`src/hw/rtl/assert_macros.svh`:
```
// Assertion macros shared by the governor RTL.
`ifndef ASSERT_MACROS_SVH
`define ASSERT_MACROS_SVH

`ifndef SYNTH

// expr holds at every clock edge out of reset
`define ASSERT_ALWAYS(lbl, ck, rstn, expr) \
	lbl: assert property (@(posedge ck) disable iff (!rstn) (expr)) \
		else $error("assertion failed");

// cons holds in the same cycle as ante
`define ASSERT_IMP(lbl, ck, rstn, ante, cons) \
	lbl: assert property (@(posedge ck) disable iff (!rstn) (ante) |-> (cons)) \
		else $error("assertion failed");

// cons holds in the cycle after ante
`define ASSERT_NEXT(lbl, ck, rstn, ante, cons) \
	lbl: assert property (@(posedge ck) disable iff (!rstn) (ante) |=> (cons)) \
		else $error("assertion failed");

`else

`define ASSERT_ALWAYS(lbl, ck, rstn, expr)
`define ASSERT_IMP(lbl, ck, rstn, ante, cons)
`define ASSERT_NEXT(lbl, ck, rstn, ante, cons)

`endif

`endif

```
`src/hw/rtl/lbfg_pkg.sv`:
```
// Shared constants, types and codes of the load based frequency governor.
`timescale 1ns / 1ps

package lbfg_pkg;

	localparam int NUM_CORES  = 8;
	localparam int CORE_W     = 3;
	localparam int CNT_W      = 64;
	localparam int FREQ_W     = 24;
	localparam int HOLD_W     = 17;
	localparam int PCT_W      = 7;
	localparam int ACT_W      = 2;
	localparam int CFG_IDX_W  = 3;
	localparam int CFG_DATA_W = 24;

	localparam int DELTA_W = 32;
	localparam int DBIT_W  = $clog2(DELTA_W);
	localparam int LOAD_W  = 7;
	localparam int NUM_W   = DELTA_W + LOAD_W;
	localparam int LF_W    = 32;
	localparam int LCNT_W  = $clog2(LOAD_W);
	localparam int TCNT_W  = $clog2(FREQ_W);

	localparam logic [CORE_W:0]       CORE_LIM   = (CORE_W + 1)'(NUM_CORES);
	localparam logic [DBIT_W-1:0]     BIT_LAST   = DBIT_W'(DELTA_W - 1);
	localparam logic [LCNT_W-1:0]     LDIV_LAST  = LCNT_W'(LOAD_W - 1);
	localparam logic [TCNT_W-1:0]     TDIV_LAST  = TCNT_W'(FREQ_W - 1);
	localparam logic [PCT_W-1:0]      LOAD_SCALE = PCT_W'(100);
	localparam logic [HOLD_W-1:0]     HOLD_MAX   = HOLD_W'(100000);
	localparam logic [HOLD_W-1:0]     HOLD_ONE   = HOLD_W'(1);

	localparam logic [PCT_W-1:0]  UP_RST   = PCT_W'(60);
	localparam logic [PCT_W-1:0]  DD_RST   = PCT_W'(20);
	localparam logic [FREQ_W-1:0] FMIN_RST = '0;
	localparam logic [FREQ_W-1:0] FMAX_RST = '1;

	localparam logic CMD_SAMPLE = 1'b0;
	localparam logic CMD_PRIME  = 1'b1;

	typedef enum logic [CFG_IDX_W-1:0] {
		REG_UP_THRESHOLD = 3'd0,
		REG_DOWN_DIFF    = 3'd1,
		REG_NICE_IDLE    = 3'd2,
		REG_IOW_BUSY     = 3'd3,
		REG_HOLD_FACTOR  = 3'd4,
		REG_FREQ_MIN     = 3'd5,
		REG_FREQ_MAX     = 3'd6
	} cfg_reg_t;

	typedef enum logic [ACT_W-1:0] {
		ACT_NONE  = 2'd0,
		ACT_RAISE = 2'd1,
		ACT_LOWER = 2'd2
	} action_t;

	typedef enum logic [3:0] {
		ST_IDLE,
		ST_SERIAL,
		ST_PREP,
		ST_LDIV,
		ST_ACC,
		ST_CHECK,
		ST_DEC1,
		ST_DEC2,
		ST_TDIV,
		ST_EMIT
	} state_t;

	typedef struct packed {
		logic done;
		logic usable;
	} delta_stat_t;

endpackage

```
`src/hw/rtl/lbfg_if.sv`:
```
// Sample and result channel interfaces of the governor.
`timescale 1ns / 1ps

interface lbfg_sample_if;
	import lbfg_pkg::*;

	logic                valid;
	logic                ready;
	logic                cmd;
	logic [CORE_W-1:0]   core_index;
	logic [CNT_W-1:0]    wall_us;
	logic [CNT_W-1:0]    idle_us;
	logic [CNT_W-1:0]    iowait_us;
	logic [CNT_W-1:0]    nice_us;
	logic [FREQ_W-1:0]   avg_freq_khz;
	logic [FREQ_W-1:0]   cur_freq_khz;
	logic                last_core;

	modport source (
		output valid, cmd, core_index, wall_us, idle_us, iowait_us, nice_us,
		output avg_freq_khz, cur_freq_khz, last_core,
		input ready
	);

	modport sink (
		input valid, cmd, core_index, wall_us, idle_us, iowait_us, nice_us,
		input avg_freq_khz, cur_freq_khz, last_core,
		output ready
	);
endinterface

interface lbfg_result_if;
	import lbfg_pkg::*;

	logic                valid;
	logic                ready;
	logic [ACT_W-1:0]    action;
	logic [FREQ_W-1:0]   target_khz;
	logic [HOLD_W-1:0]   rate_multiplier;

	modport source (
		output valid, action, target_khz, rate_multiplier,
		input ready
	);

	modport sink (
		input valid, action, target_khz, rate_multiplier,
		output ready
	);
endinterface

```
`src/hw/rtl/load_based_frequency_governor.sv`:
```
// Load based frequency governor top level: per-core load tracking and round decision.
`timescale 1ns / 1ps
`include "assert_macros.svh"

// One item is one core sample. A prime item only records the baseline counters. For a
// sample item the four counter deltas and the busy time are formed one bit per cycle and
// handed over, then come a setup step, a 7-step restoring division for the load percent,
// a step that scales it by the core frequency and folds it into the peak, and a check
// step. A sample with zero wall time or idle time above wall time skips the division. An
// item marked last core adds the decision steps DEC1 and DEC2, then, when the target is
// lowered, a 24-step division of the peak load-frequency by the threshold difference,
// and the emit step. The result register frees the input side: the next item is taken
// while a result still waits; a new decision waits only for that register to empty.
module load_based_frequency_governor (
	input  logic                               clk,
	input  logic                               arst_n,
	lbfg_sample_if.sink                        sample,
	lbfg_result_if.source                      result,
	input  logic                               wr_en,
	input  logic [lbfg_pkg::CFG_IDX_W-1:0]     wr_index,
	input  logic [lbfg_pkg::CFG_DATA_W-1:0]    wr_data
);
	import lbfg_pkg::*;

	// configuration
	logic [PCT_W-1:0]  up_q, dd_q;
	logic              ign_q, iob_q;
	logic [HOLD_W-1:0] hold_q;
	logic [FREQ_W-1:0] fmin_q, fmax_q;

	// per-core baseline, low half only (deltas are modulo 2^32)
	logic [DELTA_W-1:0] prev_wall_q [NUM_CORES];
	logic [DELTA_W-1:0] prev_idle_q [NUM_CORES];
	logic [DELTA_W-1:0] prev_iow_q  [NUM_CORES];
	logic [DELTA_W-1:0] prev_nice_q [NUM_CORES];

	state_t state_q, state_d;

	logic [FREQ_W-1:0]  cur_q, favg_q;
	logic               last_q;
	logic [NUM_W-1:0]   num_q, den_q;
	logic [LOAD_W-1:0]  load_q;
	logic [LCNT_W-1:0]  lcnt_q;
	logic [LF_W-1:0]    mlf_q, prod_q;
	logic               raise_q;
	logic [HOLD_W-1:0]  rate_q;
	logic [PCT_W-1:0]   trem_q;
	logic [FREQ_W-1:0]  tnum_q, tquo_q, dec_tgt_q;
	logic [TCNT_W-1:0]  tcnt_q;
	action_t            dec_act_q, res_action_q;
	logic [FREQ_W-1:0]  res_target_q;
	logic [HOLD_W-1:0]  res_rate_q;
	logic               out_valid_q;

	logic               accept, in_range, rec_en, delta_start, emit_fire, lower_go;
	logic [DELTA_W-1:0] dwall, dbusy;
	delta_stat_t        dstat;
	logic [PCT_W-1:0]   diff;
	logic               ld_ge, td_ge;
	logic [PCT_W:0]     td_trial, td_rem;
	logic [LF_W-1:0]    lf;
	logic [HOLD_W-1:0]  hold_eff;
	logic [FREQ_W-1:0]  lower_tgt;

	assign accept      = sample.valid && sample.ready;
	assign in_range    = {1'b0, sample.core_index} < CORE_LIM;
	assign rec_en      = accept && in_range;
	assign delta_start = rec_en && (sample.cmd == CMD_SAMPLE);
	assign diff        = up_q - dd_q;
	assign ld_ge       = num_q >= den_q;
	assign td_trial    = {trem_q, tnum_q[FREQ_W-1]};
	assign td_ge       = td_trial >= {1'b0, diff};
	assign td_rem      = td_ge ? (td_trial - {1'b0, diff}) : td_trial;
	assign lf          = LF_W'(load_q) * LF_W'(favg_q);
	assign lower_go    = !raise_q && (cur_q != fmin_q) && (dd_q < up_q) && (mlf_q < prod_q);
	assign lower_tgt   = (tquo_q < fmin_q) ? fmin_q : tquo_q;
	assign hold_eff    = (hold_q == '0) ? HOLD_ONE : ((hold_q > HOLD_MAX) ? HOLD_MAX : hold_q);

	lbfg_delta u_delta (
		.clk         (clk),
		.arst_n      (arst_n),
		.start       (delta_start),
		.nice_idle   (ign_q),
		.iow_busy    (iob_q),
		.cur_wall    (sample.wall_us[DELTA_W-1:0]),
		.prev_wall   (prev_wall_q[sample.core_index]),
		.cur_idle    (sample.idle_us[DELTA_W-1:0]),
		.prev_idle   (prev_idle_q[sample.core_index]),
		.cur_iow     (sample.iowait_us[DELTA_W-1:0]),
		.prev_iow    (prev_iow_q[sample.core_index]),
		.now_nice    (sample.nice_us[DELTA_W-1:0]),
		.prev_nice   (prev_nice_q[sample.core_index]),
		.wall        (dwall),
		.busy        (dbusy),
		.stat        (dstat)
	);

	always_ff @(posedge clk or negedge arst_n) begin
		if (!arst_n) begin
			state_q <= ST_IDLE;
		end else begin
			state_q <= state_d;
		end
	end

	always_comb begin
		state_d   = state_q;
		emit_fire = 1'b0;
		unique case (state_q)
			ST_IDLE: begin
				if (sample.valid && (sample.cmd == CMD_SAMPLE)) begin
					state_d = in_range ? ST_SERIAL : ST_CHECK;
				end
			end
			ST_SERIAL: begin
				if (dstat.done) begin
					state_d = dstat.usable ? ST_PREP : ST_CHECK;
				end
			end
			ST_PREP: state_d = ST_LDIV;
			ST_LDIV: begin
				if (lcnt_q == LDIV_LAST) begin
					state_d = ST_ACC;
				end
			end
			ST_ACC:   state_d = ST_CHECK;
			ST_CHECK: state_d = last_q ? ST_DEC1 : ST_IDLE;
			ST_DEC1:  state_d = ST_DEC2;
			ST_DEC2:  state_d = lower_go ? ST_TDIV : ST_EMIT;
			ST_TDIV: begin
				if (tcnt_q == TDIV_LAST) begin
					state_d = ST_EMIT;
				end
			end
			ST_EMIT: begin
				if (!out_valid_q || result.ready) begin
					emit_fire = 1'b1;
					state_d   = ST_IDLE;
				end
			end
			default: state_d = ST_IDLE;
		endcase
	end

	// configuration, division counters, peak load-frequency, multiplier, result handshake
	always_ff @(posedge clk or negedge arst_n) begin
		if (!arst_n) begin
			up_q        <= UP_RST;
			dd_q        <= DD_RST;
			ign_q       <= 1'b0;
			iob_q       <= 1'b0;
			hold_q      <= HOLD_ONE;
			fmin_q      <= FMIN_RST;
			fmax_q      <= FMAX_RST;
			rate_q      <= HOLD_ONE;
			mlf_q       <= '0;
			out_valid_q <= 1'b0;
			lcnt_q      <= '0;
			tcnt_q      <= '0;
		end else begin
			if (wr_en) begin
				unique case (cfg_reg_t'(wr_index))
					REG_UP_THRESHOLD: up_q   <= wr_data[PCT_W-1:0];
					REG_DOWN_DIFF:    dd_q   <= wr_data[PCT_W-1:0];
					REG_NICE_IDLE:    ign_q  <= wr_data[0];
					REG_IOW_BUSY:     iob_q  <= wr_data[0];
					REG_HOLD_FACTOR: begin
						hold_q <= wr_data[HOLD_W-1:0];
						rate_q <= HOLD_ONE;
					end
					REG_FREQ_MIN:     fmin_q <= wr_data[FREQ_W-1:0];
					REG_FREQ_MAX:     fmax_q <= wr_data[FREQ_W-1:0];
					default: ;
				endcase
			end
			if (state_q == ST_PREP) begin
				lcnt_q <= '0;
			end else if (state_q == ST_LDIV) begin
				lcnt_q <= lcnt_q + 1'b1;
			end
			if ((state_q == ST_DEC2) && lower_go) begin
				tcnt_q <= '0;
			end else if (state_q == ST_TDIV) begin
				tcnt_q <= tcnt_q + 1'b1;
			end
			if ((state_q == ST_ACC) && (lf > mlf_q)) begin
				mlf_q <= lf;
			end else if (emit_fire) begin
				mlf_q <= '0;
			end
			if (state_q == ST_DEC2) begin
				if (raise_q && (cur_q < fmax_q)) begin
					rate_q <= hold_eff;
				end else if (lower_go) begin
					rate_q <= HOLD_ONE;
				end
			end
			if (emit_fire) begin
				out_valid_q <= 1'b1;
			end else if (result.ready) begin
				out_valid_q <= 1'b0;
			end
		end
	end

	always_ff @(posedge clk or negedge arst_n) begin
		if (!arst_n) begin
			for (int i = 0; i < NUM_CORES; i++) begin
				prev_wall_q[i] <= '0;
				prev_idle_q[i] <= '0;
				prev_iow_q[i]  <= '0;
				prev_nice_q[i] <= '0;
			end
		end else if (rec_en) begin
			prev_wall_q[sample.core_index] <= sample.wall_us[DELTA_W-1:0];
			prev_idle_q[sample.core_index] <= sample.idle_us[DELTA_W-1:0];
			prev_iow_q[sample.core_index]  <= sample.iowait_us[DELTA_W-1:0];
			prev_nice_q[sample.core_index] <= sample.nice_us[DELTA_W-1:0];
		end
	end

	// datapath
	always_ff @(posedge clk) begin
		if (accept) begin
			cur_q  <= sample.cur_freq_khz;
			favg_q <= (sample.avg_freq_khz == '0) ? sample.cur_freq_khz : sample.avg_freq_khz;
			last_q <= sample.last_core;
		end
		case (state_q)
			ST_PREP: begin
				num_q  <= NUM_W'(dbusy) * NUM_W'(LOAD_SCALE);
				den_q  <= NUM_W'(dwall) << (LOAD_W - 1);
				load_q <= '0;
			end
			ST_LDIV: begin
				if (ld_ge) begin
					num_q <= num_q - den_q;
				end
				den_q  <= den_q >> 1;
				load_q <= {load_q[LOAD_W-2:0], ld_ge};
			end
			ST_CHECK: prod_q <= LF_W'(up_q) * LF_W'(cur_q);
			ST_DEC1: begin
				raise_q <= mlf_q > prod_q;
				prod_q  <= LF_W'(diff) * LF_W'(cur_q);
			end
			ST_DEC2: begin
				if (raise_q) begin
					dec_act_q <= (cur_q != fmax_q) ? ACT_RAISE : ACT_NONE;
					dec_tgt_q <= (cur_q != fmax_q) ? fmax_q : '0;
				end else if (lower_go) begin
					dec_act_q <= ACT_LOWER;
					dec_tgt_q <= '0;
				end else begin
					dec_act_q <= ACT_NONE;
					dec_tgt_q <= '0;
				end
				// quotient fits the frequency width, so the top bits start as remainder
				trem_q <= mlf_q[FREQ_W +: PCT_W];
				tnum_q <= mlf_q[FREQ_W-1:0];
				tquo_q <= '0;
			end
			ST_TDIV: begin
				trem_q <= td_rem[PCT_W-1:0];
				tnum_q <= tnum_q << 1;
				tquo_q <= {tquo_q[FREQ_W-2:0], td_ge};
			end
			default: ;
		endcase
		if (emit_fire) begin
			res_action_q <= dec_act_q;
			res_target_q <= (dec_act_q == ACT_LOWER) ? lower_tgt : dec_tgt_q;
			res_rate_q   <= rate_q;
		end
	end

	assign sample.ready           = (state_q == ST_IDLE);
	assign result.valid           = out_valid_q;
	assign result.action          = res_action_q;
	assign result.target_khz      = res_target_q;
	assign result.rate_multiplier = res_rate_q;

	`ASSERT_ALWAYS(a_rate_range, clk, arst_n, (rate_q != '0) && (rate_q <= HOLD_MAX))
	`ASSERT_NEXT(a_peak_cleared, clk, arst_n, emit_fire, mlf_q == '0)
	`ASSERT_IMP(a_load_pct, clk, arst_n, state_q == ST_ACC, load_q <= LOAD_SCALE)
	`ASSERT_IMP(a_trem_bound, clk, arst_n, state_q == ST_TDIV, trem_q < diff)

endmodule

```
`src/hw/rtl/lbfg_delta.sv`:
```
// Bit-serial counter delta unit: wall delta and busy time, one bit per cycle.
`timescale 1ns / 1ps
`include "assert_macros.svh"

module lbfg_delta (
	input  logic                          clk,
	input  logic                          arst_n,
	input  logic                          start,
	input  logic                          nice_idle,
	input  logic                          iow_busy,
	input  logic [lbfg_pkg::DELTA_W-1:0]  cur_wall,
	input  logic [lbfg_pkg::DELTA_W-1:0]  prev_wall,
	input  logic [lbfg_pkg::DELTA_W-1:0]  cur_idle,
	input  logic [lbfg_pkg::DELTA_W-1:0]  prev_idle,
	input  logic [lbfg_pkg::DELTA_W-1:0]  cur_iow,
	input  logic [lbfg_pkg::DELTA_W-1:0]  prev_iow,
	input  logic [lbfg_pkg::DELTA_W-1:0]  now_nice,
	input  logic [lbfg_pkg::DELTA_W-1:0]  prev_nice,
	output logic [lbfg_pkg::DELTA_W-1:0]  wall,
	output logic [lbfg_pkg::DELTA_W-1:0]  busy,
	output lbfg_pkg::delta_stat_t         stat
);
	import lbfg_pkg::*;

	// {borrow out, difference bit}
	function automatic logic [1:0] sub_bit(input logic a, input logic b, input logic bi);
		return {(~a & b) | (~(a ^ b) & bi), a ^ b ^ bi};
	endfunction

	// {carry out, sum bit}
	function automatic logic [1:0] add_bit(input logic a, input logic b, input logic ci);
		return {(a & b) | (a & ci) | (b & ci), a ^ b ^ ci};
	endfunction

	logic [DELTA_W-1:0] cw_q, pw_q, ci_q, pi_q, co_q, po_q, cn_q, pn_q;
	logic [DELTA_W-1:0] wall_q, bs_q, bt_q;
	logic bw_w_q, bw_i_q, bw_o_q, bw_n_q, cy_s_q, bw_t_q, bw_bs_q, bw_bt_q, nz_q;
	logic run_q, done_q;
	logic [DBIT_W-1:0] cnt_q;

	logic w_b, i_b, o_b, n_b, s_b, t_b, bs_b, bt_b;
	logic bw_w_d, bw_i_d, bw_o_d, bw_n_d, cy_s_d, bw_t_d, bw_bs_d, bw_bt_d;
	logic use_t;

	always_comb begin
		{bw_w_d, w_b}   = sub_bit(cw_q[0], pw_q[0], bw_w_q);
		{bw_i_d, i_b}   = sub_bit(ci_q[0], pi_q[0], bw_i_q);
		{bw_o_d, o_b}   = sub_bit(co_q[0], po_q[0], bw_o_q);
		{bw_n_d, n_b}   = sub_bit(cn_q[0], pn_q[0], bw_n_q);
		{cy_s_d, s_b}   = add_bit(i_b, n_b & nice_idle, cy_s_q);
		{bw_t_d, t_b}   = sub_bit(s_b, o_b, bw_t_q);
		{bw_bs_d, bs_b} = sub_bit(w_b, s_b, bw_bs_q);
		{bw_bt_d, bt_b} = sub_bit(w_b, t_b, bw_bt_q);
	end

	always_ff @(posedge clk or negedge arst_n) begin
		if (!arst_n) begin
			run_q  <= 1'b0;
			done_q <= 1'b0;
			cnt_q  <= '0;
		end else begin
			done_q <= run_q && (cnt_q == BIT_LAST);
			if (start) begin
				run_q <= 1'b1;
				cnt_q <= '0;
			end else if (run_q) begin
				cnt_q <= cnt_q + 1'b1;
				if (cnt_q == BIT_LAST) begin
					run_q <= 1'b0;
				end
			end
		end
	end

	always_ff @(posedge clk) begin
		if (start) begin
			cw_q    <= cur_wall;
			pw_q    <= prev_wall;
			ci_q    <= cur_idle;
			pi_q    <= prev_idle;
			co_q    <= cur_iow;
			po_q    <= prev_iow;
			cn_q    <= now_nice;
			pn_q    <= prev_nice;
			bw_w_q  <= 1'b0;
			bw_i_q  <= 1'b0;
			bw_o_q  <= 1'b0;
			bw_n_q  <= 1'b0;
			cy_s_q  <= 1'b0;
			bw_t_q  <= 1'b0;
			bw_bs_q <= 1'b0;
			bw_bt_q <= 1'b0;
			nz_q    <= 1'b0;
		end else if (run_q) begin
			cw_q    <= cw_q >> 1;
			pw_q    <= pw_q >> 1;
			ci_q    <= ci_q >> 1;
			pi_q    <= pi_q >> 1;
			co_q    <= co_q >> 1;
			po_q    <= po_q >> 1;
			cn_q    <= cn_q >> 1;
			pn_q    <= pn_q >> 1;
			wall_q  <= {w_b, wall_q[DELTA_W-1:1]};
			bs_q    <= {bs_b, bs_q[DELTA_W-1:1]};
			bt_q    <= {bt_b, bt_q[DELTA_W-1:1]};
			bw_w_q  <= bw_w_d;
			bw_i_q  <= bw_i_d;
			bw_o_q  <= bw_o_d;
			bw_n_q  <= bw_n_d;
			cy_s_q  <= cy_s_d;
			bw_t_q  <= bw_t_d;
			bw_bs_q <= bw_bs_d;
			bw_bt_q <= bw_bt_d;
			nz_q    <= nz_q | w_b;
		end
	end

	// with iow_busy set, iowait comes off idle only when idle covers it
	assign use_t       = iow_busy & ~bw_t_q;
	assign wall        = wall_q;
	assign busy        = use_t ? bt_q : bs_q;
	assign stat.done   = done_q;
	assign stat.usable = nz_q & ~(use_t ? bw_bt_q : bw_bs_q);

	`ASSERT_NEXT(a_start_runs, clk, arst_n, start, run_q)
	`ASSERT_NEXT(a_done_pulse, clk, arst_n, done_q, !done_q)
	`ASSERT_NEXT(a_done_after_last, clk, arst_n, run_q && (cnt_q == BIT_LAST), done_q)

endmodule
```
`src/flat_wrapper.sv`:
```
// flat-port wrapper written by rule: the top's interface ports become plain ports
module load_based_frequency_governor_flat import lbfg_pkg::*;
  (clk, arst_n, wr_en, wr_index, wr_data, sample_valid, sample_cmd, sample_core_index, sample_wall_us, sample_idle_us, sample_iowait_us, sample_nice_us, sample_avg_freq_khz, sample_cur_freq_khz, sample_last_core, sample_ready, result_valid, result_action, result_target_khz, result_rate_multiplier, result_ready);
  lbfg_sample_if sample_i ();
  lbfg_result_if result_i ();
  input  logic clk;
  input  logic arst_n;
  input  logic wr_en;
  input  logic [lbfg_pkg::CFG_IDX_W-1:0] wr_index;
  input  logic [lbfg_pkg::CFG_DATA_W-1:0] wr_data;
  input wire logic [$bits(sample_i.valid)-1:0] sample_valid;
  input wire logic [$bits(sample_i.cmd)-1:0] sample_cmd;
  input wire logic [$bits(sample_i.core_index)-1:0] sample_core_index;
  input wire logic [$bits(sample_i.wall_us)-1:0] sample_wall_us;
  input wire logic [$bits(sample_i.idle_us)-1:0] sample_idle_us;
  input wire logic [$bits(sample_i.iowait_us)-1:0] sample_iowait_us;
  input wire logic [$bits(sample_i.nice_us)-1:0] sample_nice_us;
  input wire logic [$bits(sample_i.avg_freq_khz)-1:0] sample_avg_freq_khz;
  input wire logic [$bits(sample_i.cur_freq_khz)-1:0] sample_cur_freq_khz;
  input wire logic [$bits(sample_i.last_core)-1:0] sample_last_core;
  output wire logic [$bits(sample_i.ready)-1:0] sample_ready;
  output wire logic [$bits(result_i.valid)-1:0] result_valid;
  output wire logic [$bits(result_i.action)-1:0] result_action;
  output wire logic [$bits(result_i.target_khz)-1:0] result_target_khz;
  output wire logic [$bits(result_i.rate_multiplier)-1:0] result_rate_multiplier;
  input wire logic [$bits(result_i.ready)-1:0] result_ready;
  assign sample_i.valid = sample_valid;
  assign sample_i.cmd = sample_cmd;
  assign sample_i.core_index = sample_core_index;
  assign sample_i.wall_us = sample_wall_us;
  assign sample_i.idle_us = sample_idle_us;
  assign sample_i.iowait_us = sample_iowait_us;
  assign sample_i.nice_us = sample_nice_us;
  assign sample_i.avg_freq_khz = sample_avg_freq_khz;
  assign sample_i.cur_freq_khz = sample_cur_freq_khz;
  assign sample_i.last_core = sample_last_core;
  assign sample_ready = sample_i.ready;
  assign result_valid = result_i.valid;
  assign result_action = result_i.action;
  assign result_target_khz = result_i.target_khz;
  assign result_rate_multiplier = result_i.rate_multiplier;
  assign result_i.ready = result_ready;
  load_based_frequency_governor u_core (.clk(clk), .arst_n(arst_n), .sample(sample_i), .result(result_i), .wr_en(wr_en), .wr_index(wr_index), .wr_data(wr_data));
endmodule
```
`config.mk`:
```
export PLATFORM = sky130hd
export DESIGN_NAME = load_based_frequency_governor_flat
export DESIGN_NICKNAME = d
export VERILOG_FILES = /design/src/hw/rtl/lbfg_pkg.sv /design/src/hw/rtl/lbfg_if.sv /design/src/hw/rtl/load_based_frequency_governor.sv /design/src/hw/rtl/lbfg_delta.sv /design/src/flat_wrapper.sv
export VERILOG_INCLUDE_DIRS = /design/src /design/src/hw/rtl
export SDC_FILE = /design/constraint.sdc
export NUM_CORES = 2
export LEC_CHECK = 0
export ABC_AREA = 1
export BUFFER_PORTS_ARGS = -buffer_cell sky130_fd_sc_hd__clkbuf_2
export CAP_MARGIN = 30
export CORE_UTILIZATION = 40
export DETAILED_ROUTE_END_ITERATION = 8
export PLACE_DENSITY = 0.65
export SYNTH_ARGS = -nofsm -noshare
export SYNTH_HDL_FRONTEND = slang
export SYNTH_SLANG_ARGS = --single-unit
```
`constraint.sdc`:
```
create_clock -name clk -period 11.7 [get_ports clk]
set_input_delay 1.755 -clock clk [delete_from_list [all_inputs] [get_ports clk]]
set_output_delay 1.755 -clock clk [all_outputs]
set_load 0.01 [all_outputs]
```
# After elaboration in Yosys (flattened, before gate mapping)
# Cells that the tools add are included.
# classes
add_sub_neg,6
mul,4
n_lt_le_gt_ge,11
n_eq_ne,27
muxes,82
bitwise,64
n_reduce_logical,36
# ops
op,n
256-bit bitwise mux,4
32-bit 2-to-1 mux,28
32-bit binary-select mux with 3-bit select,4
39-bit one-hot mux with 2 select lines,2
17-bit 2-to-1 mux,7
32-bit demux with 3-bit select,1
24-bit one-hot mux with 2 select lines,2
7-bit by 24-bit multiplier with 31-bit output,3
24-bit 2-to-1 mux,3
32-bit one-hot mux with 2 select lines,1
24-bit < comparator,2
24-bit != test,2
4-bit one-hot mux with 10 select lines,1
39-bit >= comparator,1
39-bit 2-to-1 mux,1
39-bit subtractor,1
32-bit by 5-bit multiplier with 37-bit output (second input constant),1
31-bit by 32-bit > comparator with 1-bit output,1
32-bit > comparator,1
32-bit < comparator,1
7-bit one-hot mux with 2 select lines,2
24-bit logical NOT,1
1-bit AND,20
4-bit 2-to-1 mux,5
other kinds (37),135
# totals
register_bits,1826
inputBits,341
out_inout_bits,45
word_cells,314

# Logic depth before layout (Yosys ltp)
# depth
ltp_word,11
ltp_mapped,35
depth_no_buf,32

# Cells and area by module
# From an unflattened synthesis, not the netlist that was laid out.
# hier_totals
hier_cells,11645
hier_area_um2,100968.1
# modules_own_cells
mod,instances,cells_per_inst,area_each_um2,seq_area_each_um2
load_based_frequency_governor,1,10284,85862.3,37896.3
lbfg_delta,1,1361,15105.7,10925.5

# Least setup slack after synthesis
# OpenSTA, ideal clock, no wires.
# synth_timing
kind,in2reg
from,input sample_valid
to,"register u_core.u_delta.ci_q[0], enable pin"
setup_ps,635
arrival_time_ps,8016
t_required_ps,11065
path_slack_ps,3049
path_stages,6
path_buffers,2
cell_sequence,inv_1 nor2_1 nand2_2 buf_2 buf_4 nand2_1
# synth_between
elab_chain_len,3
# synth_lines
element,line,text
start: declaration,flat_wrapper.sv:11,input wire logic [$bits(sample_i.valid)-1:0] sample_valid;
1-bit logical AND,load_based_frequency_governor.sv:65,assign accept = sample.valid && sample.ready;
1-bit logical AND,load_based_frequency_governor.sv:68,assign delta_start = rec_en && (sample.cmd == CMD_SAMPLE);
2-bit nonzero test (no line),-,
end signal: assignment,lbfg_delta.sv:79,ci_q <= cur_idle;
end signal: assignment,lbfg_delta.sv:97,ci_q <= ci_q >> 1;
end: declaration,lbfg_delta.sv:35,"logic [DELTA_W-1:0] cw_q, pw_q, ci_q, pi_q, co_q, po_q, cn_q, pn_q;"
# No other way between the ends.
# A chain may end at the register's enable or synchronous reset.

# Worst setup path in the final report
# layout_timing
from,register u_core.load_q[4]
to,register u_core.mlf_q[21]
# layout_between
elab_chain_len,4
word_cells_on_any_way,5
cone_classes,mul (1); order compare (1); mux (1); reduce/logical (2)
# layout_lines
element,line,text
start: declaration,load_based_frequency_governor.sv:42,logic [LOAD_W-1:0] load_q;
start signal: assignment,load_based_frequency_governor.sv:240,"load_q <= {load_q[LOAD_W-2:0], ld_ge};"
7-bit by 24-bit multiplier with 31-bit output (*),load_based_frequency_governor.sv:74,assign lf = LF_W'(load_q) * LF_W'(favg_q);
31-bit by 32-bit > comparator with 1-bit output,load_based_frequency_governor.sv:186,if ((state_q == ST_ACC) && (lf > mlf_q)) begin
1-bit logical AND,load_based_frequency_governor.sv:186,
32-bit 2-to-1 mux / 2-bit nonzero test (equally long branches),-,
end signal: assignment,load_based_frequency_governor.sv:187,mlf_q <= lf;
end: declaration,load_based_frequency_governor.sv:44,"logic [LF_W-1:0] mlf_q, prod_q;"
# Mark *: on every way between the ends. The rest lies on a longest branch, timed or not.

==> reports/qor_table.md <==
| Item | Value | Unit |
|---|---|---|
| Run status | finished, final reports clean | - |
| Least-Margin Pin Slew | 1.39 | ns |
| Number of design rule violations left after detail routing | 0 | - |
| Worst hold-check slack | 0.397 | ns |
| Post-CTS Resized | 0 | - |
| Count of hold-fix buffers inserted at cts | 0 | - |
| Fmax | 135 | MHz |
| Proportion of layout cells with a drive suffix above 1 | 7.33 | % |
| Endpoint arrival time on the critical path | 8.14 | ns |
| Met2 GRT Util | 34.5 | % |
| Type of the worst setup path | register to register | - |
| Number of global-route vias before repair | 74800 | - |
| Antenna-violating nets left | 0 | - |
| Final-report max-slew violation count | 0 | - |
| Number of enable flip-flop cells after synthesis | 641 | - |
| Global routing usage on met3 | 3.00 | % |
| Startpoint class of the critical path | register | - |
| Total congestion overflow | 0 | - |
| Count of endpoints failing hold in the final timing report | 0 | - |
| Commonest cells after routing, fill and taps aside | nand2_1, o21ai_0, inv_1, dfrtp_1, edfxtp_1 | - |
| Tightest Hold Check Type | register to register | - |
| Clock latency on the worst-skew pair | 0.93 | ns |
| Maximum number of pins on one net before global-route repair | 218 | - |
| Count of H-tree levels built during CTS | 4 | - |
| Placer Congestion | 0.945 | - |
| Number of buffers created by CTS | 193 | - |
| Synthesized cell area | 0.100 | mm2 |
| Worst slew slack as a fraction of its limit | 7.14 | % |
| I/O Buffers | 257 | - |
| Final setup vio count | 0 | - |
| Number of library cell types mapped by synthesis | 57 | - |
| Worst setup skew after layout | 0.133 | ns |
| Synthesis warning total | 0 | - |
| Final worst-path cycle share | 63.3 | % |
| Maximum fanout along the worst path | 30 | - |
| Mapped Cells | 11100 | - |
| Via Count | 77100 | - |
| Final critical delay including setup and external delays | 7.41 | ns |
| Net count after synthesis | 12200 | - |
| Floorplan die height | 502 | um |
| Drt first pass iters | 6 | - |
| Crit. End Element | register | - |
| Grt peak-use layer | met2 | - |
| Post-CTS Setup Repair Bufs | 0 | - |
| Top-level I/O count | 386 | - |
| CTS tree | yes | - |
| Half-perimeter wire length after detailed placement | 172000 | um |
| Most used flip-flop cell after synthesis | dfrtp_1 | - |
| Clock root buffer | clkbuf_16 | - |
| Async set-or-reset flop fraction in the synthesized netlist | 64.3 | % |
| Number of nets at the end of the flow | 12200 | - |
| Buffer levels on the longest clock path | 3 | - |
| Number of antenna violations at the first check in global routing | 6 | - |
| Commonest non-fill, non-tap cell in the layout | nand2_1 | - |
| Die area | 0.252 | mm2 |
| DIE WIDTH | 502 | um |
| Mapped Avg Cell Area | 9.03 | um2 |
| First-pass GRT wire length | 432000 | um |
| Core outline area | 0.249 | mm2 |
| Max cap viols | 0 | - |
| Detailed Route WL | 273000 | um |
| Initial core utilization | 40.3 | % |
| Data required time of the worst path | 12.43 | ns |
| Final total negative setup slack | 0 | ns |
| RSZ-0062 raised after global routing | no | - |
| Detail-routed via count per cell | 5.28 | - |
| Met1 global-route usage | 30.7 | % |
| Number of design-rule violations left by the first detailed-router iteration | 7148 | - |
| Floorplan row count | 183 | - |
| FF+latch count, synth | 1823 | - |
| Sequential-to-total area share from yosys stat | 48.8 | % |
| Clk slew on worst S/H paths | 0.06 | ns |
| Clock sinks | 1823 | - |
| DR WL/cell | 18.7 | um |
| Total GRT Usage | 21.7 | % |
| P&R area growth vs syn | 11.0 | % |
| Count of filler cells inserted in the layout | 24100 | - |
[registers in the layout, summed over array words and instances (netlist names), 31 cells and up]
register             cells
u_core.prev_wall_q     256
u_core.u_delta.po_q     32
u_core.u_delta.cn_q     32
u_core.u_delta.bt_q     32
u_core.u_delta.ci_q     32
u_core.u_delta.bs_q     32
u_core.u_delta.pw_q     32
u_core.mlf_q            31
u_core.den_q            38
u_core.prod_q           31
u_core.u_delta.pi_q     32
u_core.num_q            39
u_core.u_delta.cw_q     32
u_core.u_delta.pn_q     32
u_core.prev_idle_q     256
u_core.u_delta.wall     32
u_core.prev_nice_q     256
u_core.prev_iow_q      256
u_core.u_delta.co_q     32
[cell families (layout without fill, tap and decap cells)]
| group | Yosys count | after routing | synth area share, % |
|---|---|---|---|
| and+or+nand+nor | 3924 | 3924 | 15.5 |
| adders and majority gates | 778 | 778 | 12.5 |
| DFF | 1823 | 1823 | 48.8 |
| xor gates and xnor gates | 62 | 62 | 0.542 |
| other | 0 | 3 | 0 |
| buffers and inverters | 1913 | 2082 | 7.61 |
| AOI/OAI and AO/OA | 2589 | 2589 | 15.1 |
[path summary, 6_finish.rpt]
check / from / cells after the start / slack, ns / to
worst max register to register: u_core.load_q[4] / 27 / 4.29 / u_core.mlf_q[21]
worst min register to register: u_core.u_delta.wall[1] / 0 / 0.40 / u_core.u_delta.wall[0]
max in group asynchronous: arst_n / 3 / 8.54 / u_core.prev_idle_q[16]
min in group asynchronous: arst_n / 1 / 0.86 / u_core.prev_wall_q[230]
worst max-delay path: u_core.load_q[4] / 27 / 4.29 / u_core.mlf_q[21]
worst min-delay path: u_core.u_delta.wall[1] / 0 / 0.40 / u_core.u_delta.wall[0]
[cell type report]
| class | count | area, um2 | share of cell area, % |
|---|---|---|---|
| Antenna cell | 3 | 7.51 | 0.00676 |
| Clock buffer | 268 | 5450 | 4.90 |
| Clock inverter | 100 | 1380 | 1.24 |
| Inverter | 1362 | 5160 | 4.65 |
| Multi-Input combinational cell | 7353 | 43800 | 39.4 |
| Sequential cell | 1823 | 48800 | 43.9 |
| Tap cell | 3330 | 4170 | 3.75 |
| Timing Repair Buffer | 352 | 2320 | 2.09 |
[routing by layer]
| layer | wire length [um] | up-vias | part of all wire, % |
|---|---|---|---|
| met5 | 25 | - | 0.0092 |
| met4 | 7410 | 4 | 2.7 |
| met3 | 16500 | 405 | 6.1 |
| met2 | 124000 | 2307 | 45 |
| met1 | 125000 | 37700 | 46 |
| li1 | - | 36600 | - |
[through the flow]
stage / area (um2) / cells / setup WS (ns) / util, %
finish: 111000 / 14600 / 4.29 / 44.7
global route: 111000 / 14600 / 3.66 / 44.7
CTS: 111000 / 14600 / 4.33 / 44.6
detailed placement: 104000 / 14200 / 4.38 / 41.9
global placement: 104000 / 14200 / 3.83 / 41.8
floorplan: 100000 / 11100 / 3.05 / -
[synth_stat cells, drive strengths merged, types with 11 or more instances]
| master | n | area, um2 |
|---|---|---|
| a22oi | 120 | 901 |
| nand4 | 63 | 394 |
| inv | 1360 | 5100 |
| o2bb2ai | 33 | 289 |
| nor4 | 16 | 100 |
| a22o | 52 | 455 |
| or2 | 40 | 250 |
| a21oi | 398 | 1990 |
| nor2 | 570 | 2170 |
| a41oi | 112 | 981 |
| dfrtp | 1141 | 28600 |
| ha | 413 | 5170 |
| clkbuf | 316 | 1190 |
| dfstp | 32 | 841 |
| nand3b | 11 | 82.6 |
| a221oi | 143 | 1550 |
| nand3 | 229 | 1190 |
| buf | 235 | 1320 |
| fa | 365 | 7310 |
| a31oi | 27 | 169 |
| xor2 | 42 | 368 |
| o211ai | 12 | 90.1 |
| o21bai | 32 | 240 |
| nor3 | 44 | 225 |
| edfxtp | 641 | 19200 |
| a21o | 21 | 158 |
| xnor2 | 20 | 175 |
| o21ai | 1603 | 8030 |
| nand2 | 2944 | 11100 |
[worst max-delay path, cell delays in order (launching register included)]
cell and delay [ns]:
edfxtp_1 1.02, nand2_1 0.18, fa_1 0.54, fa_1 0.50, inv_1 0.06, fa_1 0.48, inv_1 0.05, fa_1 0.48
inv_1 0.04, ha_1 0.36, a21oi_1 0.11, o21ai_0 0.26, a21oi_1 0.14, o21ai_0 0.29, nand3_1 0.17, nand3_1 0.10
nand2_1 0.10, ha_1 0.30, nand2_1 0.06, nor2_1 0.12, nand4_1 0.13, a31oi_1 0.21, nor2_1 0.06, nand2_1 0.08
nand2_1 0.36, inv_1 0.87, nand2_1 0.14, nand2_1 0.11
Power is left out: the tool's default activity adds up to more than one toggle a clock period on the data nets, which glitch-free logic cannot reach.
